[src/upta_pkg.sv]
`timescale 1ns / 1ps

package upta_pkg;

    localparam int FIELD_BITS     = 32;
    localparam int CFG_INDEX_BITS = 2;

    // Commands
    localparam logic [1:0] CMD_RUN       = 2'd0;
    localparam logic [1:0] CMD_NEXT_UNIT = 2'd1;
    localparam logic [1:0] CMD_TIME_ZERO = 2'd2;

    // Servant kinds; the unused code behaves as an output servant
    localparam logic [1:0] KIND_INPUT   = 2'd0;
    localparam logic [1:0] KIND_COMPUTE = 2'd1;
    localparam logic [1:0] KIND_OUTPUT  = 2'd2;

    // Register indexes
    localparam logic [CFG_INDEX_BITS-1:0] REG_UNIT_LENGTH     = 2'd0;
    localparam logic [CFG_INDEX_BITS-1:0] REG_INPUT_DURATION  = 2'd1;
    localparam logic [CFG_INDEX_BITS-1:0] REG_OUTPUT_DURATION = 2'd2;
    localparam logic [CFG_INDEX_BITS-1:0] REG_MODE_PERIOD     = 2'd3;

    localparam logic [FIELD_BITS-1:0] UNIT_LENGTH_RESET = 32'd1;

    typedef struct packed {
        logic [1:0]            command;
        logic [1:0]            servant_kind;
        logic [FIELD_BITS-1:0] exec_ticks;
        logic [FIELD_BITS-1:0] task_period;
    } in_item_t;

    typedef struct packed {
        logic                  released;
        logic [FIELD_BITS-1:0] release_time;
        logic [FIELD_BITS-1:0] time_now;
        logic                  mode_end;
        logic                  period_start;
    } out_item_t;

    typedef struct packed {
        logic [FIELD_BITS-1:0] unit_length;
        logic [FIELD_BITS-1:0] input_duration;
        logic [FIELD_BITS-1:0] output_duration;
        logic [FIELD_BITS-1:0] mode_period;
    } cfg_t;

endpackage

[src/upta_rem_serial.sv]
`timescale 1ns / 1ps

module upta_rem_serial #(
    parameter int WIDTH = 32
) (
    input  logic             clk,
    input  logic             rst_n,
    input  logic             start,
    input  logic [WIDTH-1:0] num,
    input  logic [WIDTH-1:0] den,
    output logic             done,
    output logic [WIDTH-1:0] rem
);

    localparam int CNT_W = $clog2(WIDTH + 1);

    logic             active_reg;
    logic             done_reg;
    logic [CNT_W-1:0] cnt_reg;
    logic [WIDTH-1:0] num_reg;
    logic [WIDTH-1:0] den_reg;
    logic [WIDTH-1:0] rem_reg;

    logic [WIDTH:0]   trial;
    logic [WIDTH:0]   diff;
    logic             fits;
    logic [WIDTH-1:0] rem_step;

    // Restoring step: bring in the next dividend bit, subtract where it fits
    always_comb
    begin
        trial    = {rem_reg, num_reg[WIDTH-1]};
        fits     = trial >= {1'b0, den_reg};
        diff     = trial - {1'b0, den_reg};
        rem_step = fits ? diff[WIDTH-1:0] : trial[WIDTH-1:0];
    end

    always_ff @(posedge clk or negedge rst_n)
    begin
        if (!rst_n)
        begin
            active_reg <= 1'b0;
            done_reg   <= 1'b0;
            cnt_reg    <= '0;
        end
        else
        begin
            done_reg <= 1'b0;
            if (start)
            begin
                active_reg <= 1'b1;
                cnt_reg    <= CNT_W'(WIDTH);
                num_reg    <= num;
                den_reg    <= den;
                rem_reg    <= '0;
            end
            else if (active_reg)
            begin
                rem_reg <= rem_step;
                num_reg <= {num_reg[WIDTH-2:0], 1'b0};
                cnt_reg <= cnt_reg - CNT_W'(1);
                if (cnt_reg == CNT_W'(1))
                begin
                    active_reg <= 1'b0;
                    done_reg   <= 1'b1;
                end
            end
        end
    end

    assign done = done_reg;
    assign rem  = rem_reg;

    a_no_restart: assert property (@(posedge clk) disable iff (!rst_n)
        start |-> !active_reg)
        else $error("remainder unit restarted mid-run");

    a_rem_below_den: assert property (@(posedge clk) disable iff (!rst_n)
        done_reg |-> rem_reg < den_reg)
        else $error("remainder not below divisor");

    a_done_after_run: assert property (@(posedge clk) disable iff (!rst_n)
        done_reg |-> $past(active_reg))
        else $error("done without a run");

endmodule

[src/upta_core.sv]
`timescale 1ns / 1ps

module upta_core #(
    parameter int TICK_BITS = 32
) (
    input  logic                 clk,
    input  logic                 rst_n,
    input  logic                 start,
    input  upta_pkg::in_item_t   item,
    input  upta_pkg::cfg_t       cfg,
    output logic                 idle,
    output logic                 res_valid,
    output upta_pkg::out_item_t  res,
    input  logic                 res_take
);

    localparam int W  = TICK_BITS;
    localparam int FB = upta_pkg::FIELD_BITS;

    typedef enum logic [3:0] {
        S_IDLE,
        S_PREP,
        S_UB_GO,
        S_UB_WAIT,
        S_CS,
        S_OB,
        S_RAISE,
        S_NEXT,
        S_FIT,
        S_UE,
        S_UE_GO,
        S_UE_WAIT,
        S_REL,
        S_PER_GO,
        S_PER_WAIT,
        S_DONE
    } state_t;

    state_t       state_reg;
    logic [W-1:0] time_reg;
    logic [W-1:0] aux_reg;
    logic [W-1:0] rel_reg;
    logic [W-1:0] wcet_reg;
    logic [W-1:0] per_reg;
    logic [W-1:0] ulen_reg;
    logic [W-1:0] span_reg;
    logic [1:0]   cmd_reg;
    logic [1:0]   kind_reg;
    logic         ok_reg;
    logic         ps_reg;
    logic         pass_reg;
    logic         div_start_reg;
    logic [W-1:0] div_num_reg;
    logic [W-1:0] div_den_reg;

    logic         div_done;
    logic [W-1:0] div_rem;
    logic [W-1:0] ulen_cfg;
    logic [W-1:0] fit_sum;
    logic         is_compute;

    upta_rem_serial #(
        .WIDTH (W)
    ) u_rem (
        .clk   (clk),
        .rst_n (rst_n),
        .start (div_start_reg),
        .num   (div_num_reg),
        .den   (div_den_reg),
        .done  (div_done),
        .rem   (div_rem)
    );

    always_comb
    begin
        ulen_cfg   = (W'(cfg.unit_length) == '0) ? W'(1) : W'(cfg.unit_length);
        fit_sum    = time_reg + wcet_reg;
        is_compute = kind_reg == upta_pkg::KIND_COMPUTE;
    end

    always_ff @(posedge clk or negedge rst_n)
    begin
        if (!rst_n)
        begin
            state_reg     <= S_IDLE;
            time_reg      <= '0;
            div_start_reg <= 1'b0;
        end
        else
        begin
            div_start_reg <= 1'b0;
            unique case (state_reg)
                S_IDLE:
                begin
                    if (start)
                    begin
                        cmd_reg  <= item.command;
                        kind_reg <= item.servant_kind;
                        wcet_reg <= W'(item.exec_ticks);
                        per_reg  <= W'(item.task_period);
                        ok_reg   <= 1'b0;
                        rel_reg  <= '0;
                        ps_reg   <= 1'b0;
                        pass_reg <= 1'b0;
                        unique case (item.command)
                            upta_pkg::CMD_RUN:
                                state_reg <= (item.servant_kind == upta_pkg::KIND_INPUT)
                                             ? S_REL : S_PREP;
                            upta_pkg::CMD_NEXT_UNIT:
                                state_reg <= S_PREP;
                            upta_pkg::CMD_TIME_ZERO:
                            begin
                                time_reg  <= '0;
                                state_reg <= S_PER_GO;
                            end
                            default:
                                state_reg <= S_PER_GO;
                        endcase
                    end
                end
                S_PREP:
                begin
                    ulen_reg  <= ulen_cfg;
                    span_reg  <= ulen_cfg - W'(cfg.output_duration);
                    state_reg <= S_UB_GO;
                end
                S_UB_GO:
                begin
                    div_start_reg <= 1'b1;
                    div_num_reg   <= time_reg - W'(1);
                    div_den_reg   <= ulen_reg;
                    state_reg     <= S_UB_WAIT;
                end
                S_UB_WAIT:
                begin
                    if (div_done)
                    begin
                        // unit start: t - rem - 1, held at zero for time zero
                        aux_reg <= (time_reg == '0) ? '0 : time_reg + ~div_rem;
                        priority if (cmd_reg == upta_pkg::CMD_NEXT_UNIT)
                            state_reg <= S_NEXT;
                        else if (is_compute)
                            state_reg <= pass_reg ? S_OB : S_CS;
                        else
                            state_reg <= pass_reg ? S_UE : S_OB;
                    end
                end
                S_CS:
                begin
                    aux_reg   <= aux_reg + W'(cfg.input_duration);
                    state_reg <= S_RAISE;
                end
                S_OB:
                begin
                    aux_reg   <= aux_reg + span_reg;
                    state_reg <= is_compute ? S_FIT : S_RAISE;
                end
                S_RAISE:
                begin
                    // raise time to the phase start, then recompute the unit
                    if (time_reg < aux_reg)
                        time_reg <= aux_reg;
                    pass_reg  <= 1'b1;
                    state_reg <= S_UB_GO;
                end
                S_NEXT:
                begin
                    time_reg  <= aux_reg + ulen_reg;
                    state_reg <= S_PER_GO;
                end
                S_FIT:
                begin
                    if (fit_sum <= aux_reg)
                    begin
                        rel_reg  <= time_reg;
                        ok_reg   <= 1'b1;
                        time_reg <= fit_sum;
                    end
                    state_reg <= S_PER_GO;
                end
                S_UE:
                begin
                    aux_reg   <= aux_reg + ulen_reg;
                    state_reg <= S_UE_GO;
                end
                S_UE_GO:
                begin
                    if (per_reg == '0)
                        state_reg <= S_PER_GO;
                    else
                    begin
                        div_start_reg <= 1'b1;
                        div_num_reg   <= aux_reg;
                        div_den_reg   <= per_reg;
                        state_reg     <= S_UE_WAIT;
                    end
                end
                S_UE_WAIT:
                begin
                    if (div_done)
                        state_reg <= (div_rem == '0) ? S_REL : S_PER_GO;
                end
                S_REL:
                begin
                    rel_reg   <= time_reg;
                    ok_reg    <= 1'b1;
                    time_reg  <= fit_sum;
                    state_reg <= S_PER_GO;
                end
                S_PER_GO:
                begin
                    if (per_reg == '0)
                    begin
                        ps_reg    <= 1'b0;
                        state_reg <= S_DONE;
                    end
                    else
                    begin
                        div_start_reg <= 1'b1;
                        div_num_reg   <= time_reg;
                        div_den_reg   <= per_reg;
                        state_reg     <= S_PER_WAIT;
                    end
                end
                S_PER_WAIT:
                begin
                    if (div_done)
                    begin
                        ps_reg    <= div_rem == '0;
                        state_reg <= S_DONE;
                    end
                end
                S_DONE:
                begin
                    if (res_take)
                        state_reg <= S_IDLE;
                end
                default:
                    state_reg <= S_IDLE;
            endcase
        end
    end

    always_comb
    begin
        idle             = state_reg == S_IDLE;
        res_valid        = state_reg == S_DONE;
        res.released     = ok_reg;
        res.release_time = FB'(rel_reg);
        res.time_now     = FB'(time_reg);
        res.mode_end     = time_reg == W'(cfg.mode_period);
        res.period_start = ps_reg;
    end

    a_reject_zero_time: assert property (@(posedge clk) disable iff (!rst_n)
        (res_valid && !ok_reg) |-> rel_reg == '0)
        else $error("release time set on a rejected item");

    a_release_on_run: assert property (@(posedge clk) disable iff (!rst_n)
        (res_valid && ok_reg) |-> cmd_reg == upta_pkg::CMD_RUN)
        else $error("release reported for a non-run command");

    a_nonzero_divisor: assert property (@(posedge clk) disable iff (!rst_n)
        div_start_reg |-> div_den_reg != '0)
        else $error("remainder launched with zero divisor");

    a_time_held_idle: assert property (@(posedge clk) disable iff (!rst_n)
        (state_reg == S_IDLE && !start) |=> $stable(time_reg))
        else $error("model time moved while idle");

endmodule

[src/unit_phase_time_accountant.sv]
`timescale 1ns / 1ps
// A time-zero or spare command with zero period needs no pass of the bit-serial remainder unit;
// the worst case (output servant) is set by up to four passes of that unit.
// Throughput: one item at a time; the next transfer is taken once the result is registered.
// Reset (rst_n, asynchronous, active low) clears model time to zero, unit_length to 1
// and the other configuration registers to 0; no clearing pass.

module unit_phase_time_accountant #(
    parameter int TICK_BITS = 32
) (
    input  logic                                  clk,
    input  logic                                  rst_n,
    input  logic                                  in_valid,
    output logic                                  in_stall,
    input  upta_pkg::in_item_t                    in_data,
    output logic                                  out_valid,
    input  logic                                  out_stall,
    output upta_pkg::out_item_t                   out_data,
    input  logic                                  cfg_valid,
    output logic                                  cfg_ready,
    input  logic [upta_pkg::CFG_INDEX_BITS-1:0]   cfg_index,
    input  logic [upta_pkg::FIELD_BITS-1:0]       cfg_data
);

    upta_pkg::cfg_t      cfg_reg;
    upta_pkg::out_item_t out_data_reg;
    logic                out_valid_reg;

    logic                core_idle;
    logic                res_valid;
    logic                res_take;
    upta_pkg::out_item_t res;

    assign cfg_ready = 1'b1;
    assign in_stall  = !core_idle;
    assign res_take  = res_valid && (!out_valid_reg || !out_stall);

    upta_core #(
        .TICK_BITS (TICK_BITS)
    ) u_core (
        .clk       (clk),
        .rst_n     (rst_n),
        .start     (in_valid && core_idle),
        .item      (in_data),
        .cfg       (cfg_reg),
        .idle      (core_idle),
        .res_valid (res_valid),
        .res       (res),
        .res_take  (res_take)
    );

    always_ff @(posedge clk or negedge rst_n)
    begin
        if (!rst_n)
        begin
            cfg_reg.unit_length     <= upta_pkg::UNIT_LENGTH_RESET;
            cfg_reg.input_duration  <= '0;
            cfg_reg.output_duration <= '0;
            cfg_reg.mode_period     <= '0;
        end
        else if (cfg_valid)
        begin
            unique case (cfg_index)
                upta_pkg::REG_UNIT_LENGTH:     cfg_reg.unit_length     <= cfg_data;
                upta_pkg::REG_INPUT_DURATION:  cfg_reg.input_duration  <= cfg_data;
                upta_pkg::REG_OUTPUT_DURATION: cfg_reg.output_duration <= cfg_data;
                upta_pkg::REG_MODE_PERIOD:     cfg_reg.mode_period     <= cfg_data;
                default:                       cfg_reg                 <= cfg_reg;
            endcase
        end
    end

    // Output register: load a finished result, drop valid once taken
    always_ff @(posedge clk or negedge rst_n)
    begin
        if (!rst_n)
            out_valid_reg <= 1'b0;
        else if (res_take)
        begin
            out_valid_reg <= 1'b1;
            out_data_reg  <= res;
        end
        else if (!out_stall)
            out_valid_reg <= 1'b0;
    end

    assign out_valid = out_valid_reg;
    assign out_data  = out_data_reg;

endmodule

[config.mk]
export PLATFORM = sky130hd
export DESIGN_NAME = unit_phase_time_accountant
export DESIGN_NICKNAME = d
export VERILOG_FILES = /design/src/upta_pkg.sv /design/src/upta_rem_serial.sv /design/src/upta_core.sv /design/src/unit_phase_time_accountant.sv
export SDC_FILE = /design/constraint.sdc
export NUM_CORES = 1
export LEC_CHECK = 0
export BUFFER_PORTS_ARGS = -buffer_cell sky130_fd_sc_hd__clkbuf_2
export CAP_MARGIN = 15
export CORE_UTILIZATION = 45
export CTS_CLUSTER_DIAMETER = 100
export DETAILED_ROUTE_END_ITERATION = 10
export PLACE_DENSITY = 0.73
export RECOVER_POWER = 25
export SLEW_MARGIN = 20
export SYNTH_ARGS = -nofsm -noshare
export SYNTH_HDL_FRONTEND = slang
export SYNTH_SLANG_ARGS = --single-unit
[constraint.sdc]
create_clock -name clk -period 16.61 [get_ports clk]
set_input_delay 1.661 -clock clk [delete_from_list [all_inputs] [get_ports clk]]
set_output_delay 1.661 -clock clk [all_outputs]
set_load 0.01 [all_outputs]
==> results.sh, run 1 <==
export IMPL_muxShareOfSynthArea_pct=6.58
export IMPL_yosysTopAreaCellShare_pct=35.9
export IMPL_layoutNonFillerInstCount=4533
export IMPL_netlist_top_cells_area="edfxtp_1, dfrtp_1, ha_1"
export IMPL_path_buf_inv=2
export IMPL_synthXorXnorAreaFrac_pct=4.99
export IMPL_ys_seq_area_share_pct=48.1
export IMPL_cpLargestDelayFamily="buffers and inverters"
export IMPL_die_w_um=283
export IMPL_worst_slew_pin_slew_ns=5.24
export IMPL_cts_resized=0
export IMPL_cts_tree="built"
export IMPL_slew_limit_headroom_pct=-249
export IMPL_viasPerCell=5.89
export IMPL_synthArstFlopShare_pct=29.0
export IMPL_rsz0062_at_grt="no"
export IMPL_dp_hpwl_um=80200
export IMPL_syn_area_sq_mm=0.0356
export IMPL_drtPass1Iterations=6
export IMPL_p_sw_w=0.00334
export IMPL_syn_inst=3319
export IMPL_drt_drc_violations_left=0
export IMPL_switching_share_pct=42.4
export IMPL_gr_total_overflow=0
export IMPL_gp_congestion=1.06
export IMPL_wl_per_cell_um=22.8
export IMPL_ys_flop_type="edfxtp_1"
export IMPL_violations="max-capacitance violations, max-slew violations"
export IMPL_yosysWarningCount=0
export IMPL_seqPwrFrac_pct=31.8
export IMPL_fin_setup_tns_ns=0
export IMPL_syn_nets=3685
export IMPL_dieArea_sq_mm=0.0803
export IMPL_syn_avg_cell_area_sq_um=10.7
export IMPL_end_kind="flip-flop"
export IMPL_drive_gt1_share_pct=14.8
export IMPL_start_util_pct=45.8
export IMPL_holdCritPathClass="flip-flop to flip-flop"
export IMPL_arrival_ns=7.15
export IMPL_largest_reg_flops=128
export IMPL_p_leak_nw=16.7
export IMPL_cp_max_fo=88
export IMPL_synth_top_family_by_area="compound AO/OA/AOI/OAI gates"
export IMPL_setup_violations=0
export IMPL_cts_setup_buffers=0
export IMPL_cts_buffer_depth=3
export IMPL_postRouteAntennaNets=0
export IMPL_finalHoldViolCount=0
export IMPL_period_share_pct=41.5
export IMPL_wl_um=103000
export IMPL_required_ns=16.87
export IMPL_clkPwrFrac_pct=18.9
export IMPL_cts_root_buf="clkbuf_16"
export IMPL_ys_ff_latch=600
export IMPL_total_power_w=0.00789
export IMPL_num_vias=26700
export IMPL_synth_common_cells="edfxtp_1, nand2_1, ha_1"
export IMPL_clkLatencyLatePin_ns=0.62
export IMPL_outcome="complete, but fails checks"
export IMPL_slowest_delay_ns=3.60
export IMPL_cts_sinks=600
export IMPL_ir_drop_mv=0.0995
export IMPL_place_area_sq_mm=0.0375
export IMPL_grtUsageTotal_pct=25.4
export IMPL_fin_skew_ns=0.0221
export IMPL_power_internal_w=0.00454
export IMPL_synthAdderAreaFrac_pct=9.22
export IMPL_path_class="input port to flip-flop"
export IMPL_clk_pin_slew_worst_paths_ns=0.06
export IMPL_die_h_um=283
export IMPL_fin_area_sq_mm=0.0397
export IMPL_grt_pass1_wl_um=155000
export IMPL_crit_slowest_cell="clkbuf_1"
export IMPL_holdBufCountCts=0
export IMPL_rows=102
export IMPL_numCtsBuffers=67
export IMPL_p_comb_share_pct=49.3
export IMPL_fmax_ghz=0.145
export IMPL_io_buffers=175
export IMPL_first_iter_violations=2563
export IMPL_grt_max_degree=89
export IMPL_yosysMostFrequentCell="edfxtp_1"
export IMPL_synth_compound_area_share_pct=16.3
export IMPL_yosys_area_top_type="edfxtp_1"
export IMPL_cap_violations=4
export IMPL_pre_cts_slack_ns=10.46
export IMPL_antennaDiodeCount=0
export IMPL_setup_ws_ns=9.72
export IMPL_crit_chain="clkbuf_1 > o211ai_1 > a31oi_4 > buf_4"
export IMPL_antenna_found_initial=0
export IMPL_p_per_area_mw_per_mm2=199
export IMPL_core_sq_mm=0.0778
export IMPL_io_pins=177
export IMPL_synth_cell_types=89
export IMPL_cts_htree_levels=3
export IMPL_drv_slew=203
export IMPL_syn_to_final_growth_pct=11.3
export IMPL_startpoint_type="input port"
export IMPL_synthSimpleGateAreaFrac_pct=11.0
export IMPL_synth_edf_count=426
export IMPL_dp_cells=4410
export IMPL_r2r_slack_ns=10.38
export IMPL_grt_pass1_vias=25400
export IMPL_timing_final_crit_period_ns=6.89
export IMPL_final_nets=3806
-- area by class of cell --
type / count / area [sq um]
Fill cell: 6903 / 38200
Multi-Input combinational cell: 2377 / 17200
Sequential cell: 600 / 17100
Clock buffer: 92 / 1840
Tap cell: 1040 / 1300
Timing Repair Buffer: 208 / 1080
Inverter: 186 / 698
Clock inverter: 30 / 358
-- cells in the final DEF (no fill, tap or decap), drive strengths merged, types with 50 or more instances in the layout --
| cell | synthesis | layout |
|---|---|---|
| xor2 | 106 | 106 |
| nand2 | 278 | 278 |
| a21oi | 246 | 246 |
| ha | 253 | 253 |
| clkbuf | 121 | 271 |
| and3 | 50 | 50 |
| edfxtp | 426 | 426 |
| o21ai | 165 | 165 |
| nor2 | 198 | 198 |
| dfrtp | 173 | 173 |
| inv | 185 | 191 |
| mux2 | 201 | 201 |
| xnor2 | 97 | 97 |
| a21o | 137 | 137 |
-- power groups by stage --
stage | Clock [W] | Combinational (W) | Sequential [W]
6_report | 0.00149 | 0.00389 | 0.00251
3_5_place_dp | 0 | 0.00379 | 0.00251
4_1_cts | 0.00151 | 0.00382 | 0.00249
2_1_floorplan | 0 | 0.00291 | 0.00231
5_1_grt | 0.00157 | 0.00425 | 0.00254
3_3_place_gp | 0 | 0.00376 | 0.00250
-- per-layer routing --
layer  routed length (um)  vias to the layer above  GRT usage, %
met1                46300                    12900          36.2
met4                 4540                        0          10.6
met5                    0                        -             0
li1                     -                    12600             -
met2                45800                     1052          39.0
met3                 6800                      148          3.27
-- final timing paths --
check	from	cells past startpoint	endpoint
min	u_core.rel_reg[13]$_SDFFCE_PP0P_	0	out_data[47]$_DFFE_PP_
min reg2reg	u_core.rel_reg[13]$_SDFFCE_PP0P_	0	out_data[47]$_DFFE_PP_
max in group asynchronous	rst_n	4	cfg_reg[96]$_DFFE_PN1P_
max reg2reg	u_core.time_reg[2]$_DFFE_PN0P_	21	u_core.time_reg[20]$_DFFE_PN0P_
min in group asynchronous	rst_n	1	u_core.u_rem.cnt_reg[5]$_DFFE_PN0N_
max	rst_n	4	u_core.rel_reg[2]$_SDFFCE_PP0P_
-- metrics by stage --
step / utilization, % / hold slack [ns]
after floorplan: - / 0.400
after global placement: 48.2 / 0.400
after detailed placement: 48.2 / 0.405
after CTS: 51.0 / 0.416
after global routing: 50.9 / 0.422
final: 50.9 / 0.413
-- cells by family after synthesis --
| family | Yosys count |
|---|---|
| compound gates | 888 |
| buf+inv | 342 |
| other cells | 1 |
| fa+ha+maj | 259 |
| mux | 209 |
| simple gates | 817 |
| flops | 600 |
| xor+xnor | 203 |
Power figures use the tool's default switching activity.
==> run 2: changes to the inputs <==
PLACE_DENSITY = 0.75   (was 0.73)
clock period = 5.8 ns   (was 16.61 ns; I/O delays follow)
==> run 2 against run 1 <==
Net effect: count of clock-buffer cells in the layout shrank 10; critical path type is now flip-flop to flip-flop; combinational power grew to 3.0 times the previous value; highest routed layer unchanged; sequential power grew to 2.7 times the previous value; the flow finishes with violations (negative hold slack, max-capacitance violations, max-slew violations).
==> results.sh, run 2 (same netlist as run 1, synthesis figures left out) <==
export IMPL_outcome="complete, but fails checks"
export IMPL_violations="negative hold slack, max-capacitance violations, max-slew violations"
export IMPL_cap_violations=2
export IMPL_end_kind="flip-flop"
export IMPL_start_util_pct=45.8
export IMPL_setup_ws_ns=0.377
export IMPL_grt_busiest_layer="met2"
export IMPL_p_per_area_mw_per_mm2=571
export IMPL_power_internal_w=0.0133
export IMPL_drtPass1Iterations=5
export IMPL_antennaDiodeCount=0
export IMPL_cts_root_buf="clkbuf_16"
export IMPL_setup_violations=0
export IMPL_switching_share_pct=41.9
export IMPL_grt_use_met3_pct=3.93
export IMPL_dieArea_sq_mm=0.0803
export IMPL_fin_skew_ns=0.0309
export IMPL_grt_max_degree=103
export IMPL_seqPwrFrac_pct=30.0
export IMPL_use_met2_pct=38.5
export IMPL_period_share_pct=93.5
export IMPL_crit_chain="ha_1 > nand3_1 > o21ai_0 > o211ai_1 > o21ai_1 > o21ai_1 > o21ai_0 > nor2b_2 > a31oi_1 > xnor2_1 > ha_1 > a21o_1 > a21o_1 > a21oi_1 > o41ai_1 > a21oi_1 > o211a_1 > o31ai_1 > a31oi_4 > buf_12 > nand2_1 > o311ai_1"
export IMPL_fmax_ghz=0.184
export IMPL_grt_pass1_wl_um=154000
export IMPL_layout_commonest_cell="edfxtp_1"
export IMPL_rsz0062_at_grt="no"
export IMPL_drv_slew=67
export IMPL_whs_ns=-0.00122
export IMPL_syn_to_final_growth_pct=12.3
export IMPL_grt_pass1_vias=25600
export IMPL_cts_sinks=600
export IMPL_gp_congestion=1.01
export IMPL_final_cell_mix="edfxtp_1, nand2_1, ha_1"
export IMPL_pre_cts_slack_ns=0.212
export IMPL_dp_hpwl_um=78500
export IMPL_cts_tree="built"
export IMPL_fillers=6956
export IMPL_wl_per_cell_um=22.3
export IMPL_numCtsBuffers=68
export IMPL_slowest_delay_ns=0.40
export IMPL_io_buffers=175
export IMPL_holdCritPathClass="input port to async pin"
export IMPL_fin_area_sq_mm=0.0400
export IMPL_cts_htree_levels=3
export IMPL_num_vias=26800
export IMPL_clk_pin_slew_worst_paths_ns=0.06
export IMPL_ir_drop_mv=0.271
export IMPL_wl_um=102000
export IMPL_fin_setup_tns_ns=0
export IMPL_drt_drc_violations_left=0
export IMPL_largest_reg_flops=128
export IMPL_core_sq_mm=0.0778
export IMPL_cts_buffer_depth=3
export IMPL_required_ns=6.33
export IMPL_gr_total_overflow=0
export IMPL_place_area_sq_mm=0.0378
export IMPL_clkLatencyLatePin_ns=0.63
export IMPL_grtUsageTotal_pct=25.1
export IMPL_first_iter_violations=2885
export IMPL_crit_slowest_cell="dfrtp_1"
export IMPL_antenna_found_initial=0
export IMPL_worst_slew_pin_slew_ns=2.07
export IMPL_p_comb_share_pct=50.2
export IMPL_die_h_um=283
export IMPL_clkPwrFrac_pct=19.9
export IMPL_viasPerCell=5.87
export IMPL_postRouteAntennaNets=0
export IMPL_startpoint_type="flip-flop"
export IMPL_io_pins=177
export IMPL_slew_limit_headroom_pct=-38.0
export IMPL_p_sw_w=0.00958
export IMPL_cts_setup_buffers=0
export IMPL_final_nets=3844
export IMPL_arrival_ns=5.95
export IMPL_met1_usage_pct=35.0
export IMPL_drive_gt1_share_pct=15.4
export IMPL_finalHoldViolCount=1
export IMPL_die_w_um=283
export IMPL_cp_max_fo=25
export IMPL_rows=102
export IMPL_path_class="flip-flop to flip-flop"
export IMPL_timing_final_crit_period_ns=5.42
export IMPL_p_leak_nw=16.9
run 2: cell types whose count changed in the layout (fill, tap and decap cells not counted), sizes merged:
cell,delta
clkbuf,+13
clkinv,+9
buf,+14
inv,+2
clkinvlp,-1
bufinv,+4
run 2: stage by stage:
| step | instances | hold slack, ns | power (W) | utilization [%] |
|---|---|---|---|---|
| 3_5_place_dp | 4448 | 0.405 | 0.0182 | 48.6 |
| 2_1_floorplan | 3319 | 0.284 | 0.0149 | - |
| 3_3_place_gp | 4448 | 0.402 | 0.0180 | 48.6 |
| 4_1_cts | 4574 | 0.0389 | 0.0228 | 51.6 |
| 5_1_grt | 4574 | 0.0551 | 0.0243 | 51.4 |
| 6_report | 4574 | -0.00122 | 0.0229 | 51.4 |
run 2: power by group through the flow:
stage	Combinational, W	Clock [W]	Sequential [W]
finish	0.0115	0.00454	0.00685
CTS	0.0113	0.00462	0.00682
detailed placement	0.0113	0	0.00690
floorplan	0.00833	0	0.00661
global route	0.0126	0.00477	0.00693
global placement	0.0111	0	0.00687
run 2: path summary, 6_finish.rpt:
check | startpoint | endpoint | slack, ns | cells after the start
min reg2reg | u_core.div_den_reg[8]$_DFFE_PP_ | u_core.u_rem.den_reg[8]$_DFFE_PP_ | 0.42 | 0
max in group asynchronous | rst_n | cfg_reg[80]$_DFFE_PN0P_ | 4.39 | 2
max | u_core.time_reg[3]$_DFFE_PN0P_ | u_core.time_reg[20]$_DFFE_PN0P_ | 0.38 | 22
min in group clk | in_data[32] | u_core.wcet_reg[0]$_DFFE_PP_ | 0.12 | 1
max reg2reg | u_core.time_reg[3]$_DFFE_PN0P_ | u_core.time_reg[20]$_DFFE_PN0P_ | 0.38 | 22
min | rst_n | u_core.u_rem.cnt_reg[4]$_DFFE_PN0N_ | -0.001 | 1
run 2: cell type report:
class                           count  area [sq um]  area share (%)
Inverter                          186           698            1.74
Tap cell                         1040          1300            3.25
Timing Repair Buffer              245          1280            3.20
Multi-Input combinational cell   2377         17200            43.1
Sequential cell                   600         17200            42.9
Clock buffer                       82          1820            4.54
Clock inverter                     44           533            1.33
run 2: critical path: cells and delay by family, from the launching register on:
| kind | cells | cell delay (ns) |
|---|---|---|
| and+or+nand+nor | 3 | 0.63 |
| adders and majority gates | 2 | 0.69 |
| DFF | 1 | 0.40 |
| xor gates and xnor gates | 1 | 0.28 |
| buffers and inverters | 1 | 0.22 |
| AOI/OAI and AO/OA | 15 | 3.11 |
run 2: metal layers:
layer	vias to the layer above	share of wire [%]
met3	172	7.2
met4	0	4.5
met2	1036	44
met1	12900	44
li1	12700	-
met5	-	0
run 2: what timing repair did:
item                                    CTS  global route
hold buffers                              0             0
resized for setup                         0             4
endpoints found under the setup margin    0            25
hold endpoints to repair                  0             0
==> run 3: changes to the inputs <==
CORE_MARGIN = 2   (was default)
HOLD_SLACK_MARGIN = 0.02   (was default)
==> run 3 against run 2 <==
Net effect: the flow finishes with violations (max-capacitance violations, max-slew violations); sequential power hardly changed; via count decreased by 0.19%; largest cell class unchanged; sequential share of layout area increased by 0.20 points; first-iteration DRC count grew 1.2%; critical endpoint is now u_core.time_reg[30]$_DFFE_PN0P_; critical path depth did not move; cell count increased by 0.17%.
==> results.sh, run 3 (same netlist as run 1, synthesis figures left out) <==
export IMPL_die_h_um=285
export IMPL_arrival_ns=5.91
export IMPL_start_util_pct=45.3
export IMPL_largest_reg_flops=128
export IMPL_grtUsageTotal_pct=25.1
export IMPL_postRouteAntennaNets=0
export IMPL_drive_gt1_share_pct=15.1
export IMPL_die_w_um=285
export IMPL_met1_usage_pct=35.5
export IMPL_final_cell_mix="edfxtp_1, nand2_1, ha_1"
export IMPL_dp_hpwl_um=80600
export IMPL_required_ns=6.30
export IMPL_setup_violations=0
export IMPL_period_share_pct=93.2
export IMPL_path_class="flip-flop to flip-flop"
export IMPL_cts_buffer_depth=3
export IMPL_fin_setup_tns_ns=0
export IMPL_r2r_end="u_core.time_reg[30]$_DFFE_PN0P_"
export IMPL_rsz0062_at_grt="no"
export IMPL_dp_cells=4459
export IMPL_numCtsBuffers=67
export IMPL_antenna_found_initial=1
export IMPL_num_vias=26800
export IMPL_io_pins=177
export IMPL_hold_end="u_core.wcet_reg[25]$_DFFE_PP_"
export IMPL_wl_per_cell_um=22.7
export IMPL_grt_pass1_wl_um=155000
export IMPL_crit_slowest_cell="dfrtp_1"
export IMPL_p_per_area_mw_per_mm2=567
export IMPL_wl_um=104000
export IMPL_first_iter_violations=2919
export IMPL_r2r_cells=22
export IMPL_slowest_delay_ns=0.38
export IMPL_clk_pin_slew_worst_paths_ns=0.06
export IMPL_fillers=6906
export IMPL_crit_chain="ha_1 > nand3_1 > o21ai_0 > o211ai_1 > o21ai_1 > o21ai_1 > o21ai_0 > nor2b_2 > a31oi_1 > xnor2_1 > ha_1 > a21o_1 > a21o_1 > a21oi_1 > o41ai_1 > a21oi_1 > o211a_1 > o31ai_1 > a31oi_4 > buf_12 > mux2_2 > a221o_1"
export IMPL_grt_use_met3_pct=3.05
export IMPL_dieArea_sq_mm=0.0815
export IMPL_cts_sinks=600
export IMPL_outcome="complete, but fails checks"
export IMPL_layout_commonest_cell="edfxtp_1"
export IMPL_gr_total_overflow=0
export IMPL_fmax_ghz=0.185
export IMPL_io_buffers=175
export IMPL_cp_max_fo=10
export IMPL_rows=103
export IMPL_final_nets=3847
export IMPL_fin_skew_ns=0.0354
export IMPL_violations="max-capacitance violations, max-slew violations"
export IMPL_gp_congestion=0.956
export IMPL_grt_max_degree=82
export IMPL_drtPass1Iterations=6
export IMPL_finalHoldViolCount=0
export IMPL_cts_tree="built"
export IMPL_clkLatencyLatePin_ns=0.62
export IMPL_viasPerCell=5.84
export IMPL_cts_root_buf="clkbuf_16"
export IMPL_holdCritPathClass="input port to flip-flop"
export IMPL_grt_pass1_vias=25500
export IMPL_end_kind="flip-flop"
export IMPL_layoutNonFillerInstCount=4582
export IMPL_r2r_slack_ns=0.40
export IMPL_grt_busiest_layer="met2"
export IMPL_r2r_start="u_core.time_reg[2]$_DFFE_PN0P_"
export IMPL_use_met2_pct=38.6
export IMPL_core_sq_mm=0.0787
export IMPL_cts_htree_levels=3
export IMPL_drv_slew=133
export IMPL_ir_drop_mv=0.294
export IMPL_syn_to_final_growth_pct=11.8
export IMPL_timing_final_crit_period_ns=5.40
export IMPL_slew_limit_headroom_pct=-33.5
export IMPL_drt_drc_violations_left=0
export IMPL_p_leak_nw=16.8
export IMPL_cap_violations=4
export IMPL_hold_depth=1
export IMPL_worst_slew_pin_slew_ns=2.00
export IMPL_min_from="in_data[57]"
export IMPL_startpoint_type="flip-flop"
==> run 3: how the worst max path moves through the flow <==
stage / end / depth (start not counted) / slack [ns] / start
4_1_cts: u_core.time_reg[30]$_DFFE_PN0P_ / 21 / 0.18 / u_core.time_reg[4]$_DFFE_PN0P_
6_report: u_core.time_reg[30]$_DFFE_PN0P_ / 22 / 0.40 / u_core.time_reg[2]$_DFFE_PN0P_
5_1_grt: u_core.time_reg[29]$_DFFE_PN0P_ / 22 / 0.13 / u_core.time_reg[0]$_DFFE_PN0P_
2_1_floorplan: u_core.ok_reg$_DFFE_PP_ / 18 / 0.75 / u_core.time_reg[0]$_DFFE_PN0P_
3_3_place_gp: u_core.time_reg[25]$_DFFE_PN0P_ / 20 / 0.27 / u_core.time_reg[3]$_DFFE_PN0P_
3_5_place_dp: u_core.time_reg[30]$_DFFE_PN0P_ / 21 / 0.21 / u_core.time_reg[4]$_DFFE_PN0P_
==> run 3: cell type report <==
cell class	count	area (sq um)	area share [%]
Multi-Input combinational cell	2377	17200	43.3
Sequential cell	600	17200	43.1
Clock buffer	86	1820	4.57
Timing Repair Buffer	249	1340	3.35
Tap cell	1050	1310	3.30
Inverter	186	698	1.75
Clock inverter	33	278	0.697
Antenna cell	1	2.50	0.00628
==> run 3: power breakdown <==
| part | total, W | leakage, nW | switching (W) | internal [W] |
|---|---|---|---|---|
| logic | 0.0116 | 9.72 | 0.00706 | 0.00457 |
| clock network | 0.00411 | 1.01 | 0.00175 | 0.00237 |
| registers | 0.00684 | 6.03 | 0.000806 | 0.00603 |
==> run 3: metal layers <==
metal	up-vias	wire, um	share of wire (%)
met5	-	0	0
met4	0	5130	4.9
met3	164	7020	6.7
met2	1042	45900	44
met1	12900	46200	44
li1	12700	-	-
==> run 3: timing repair <==
item                       CTS  global route
buffers inserted             0             2
resized for setup            0             4
setup endpoints to repair    0            24
hold endpoints to repair    45             0
hold buffers                 1             0
==> run 3: per-stage QoR <==
stage	utilization (%)	hold slack [ns]	cell area, sq um	power, W	setup slack [ns]
floorplan	-	0.284	35600	0.0149	0.751
global placement	48.0	0.402	37800	0.0181	0.267
detailed placement	48.0	0.405	37800	0.0183	0.209
CTS	50.7	0.119	39900	0.0224	0.184
global route	50.6	0.133	39800	0.0240	0.129
finish	50.6	0.146	39800	0.0226	0.395
==> run 3: critical path, delay by kind of cell, from the launching register on <==
family	cells	cell delay, ns
AND/OR/NAND/NOR	2	0.41
AO/OA/AOI/OAI	15	3.07
multiplexers	1	0.33
buffers and inverters	1	0.15
XOR/XNOR	1	0.30
adder cells (fa/ha/maj)	2	0.67
flip-flops	1	0.38
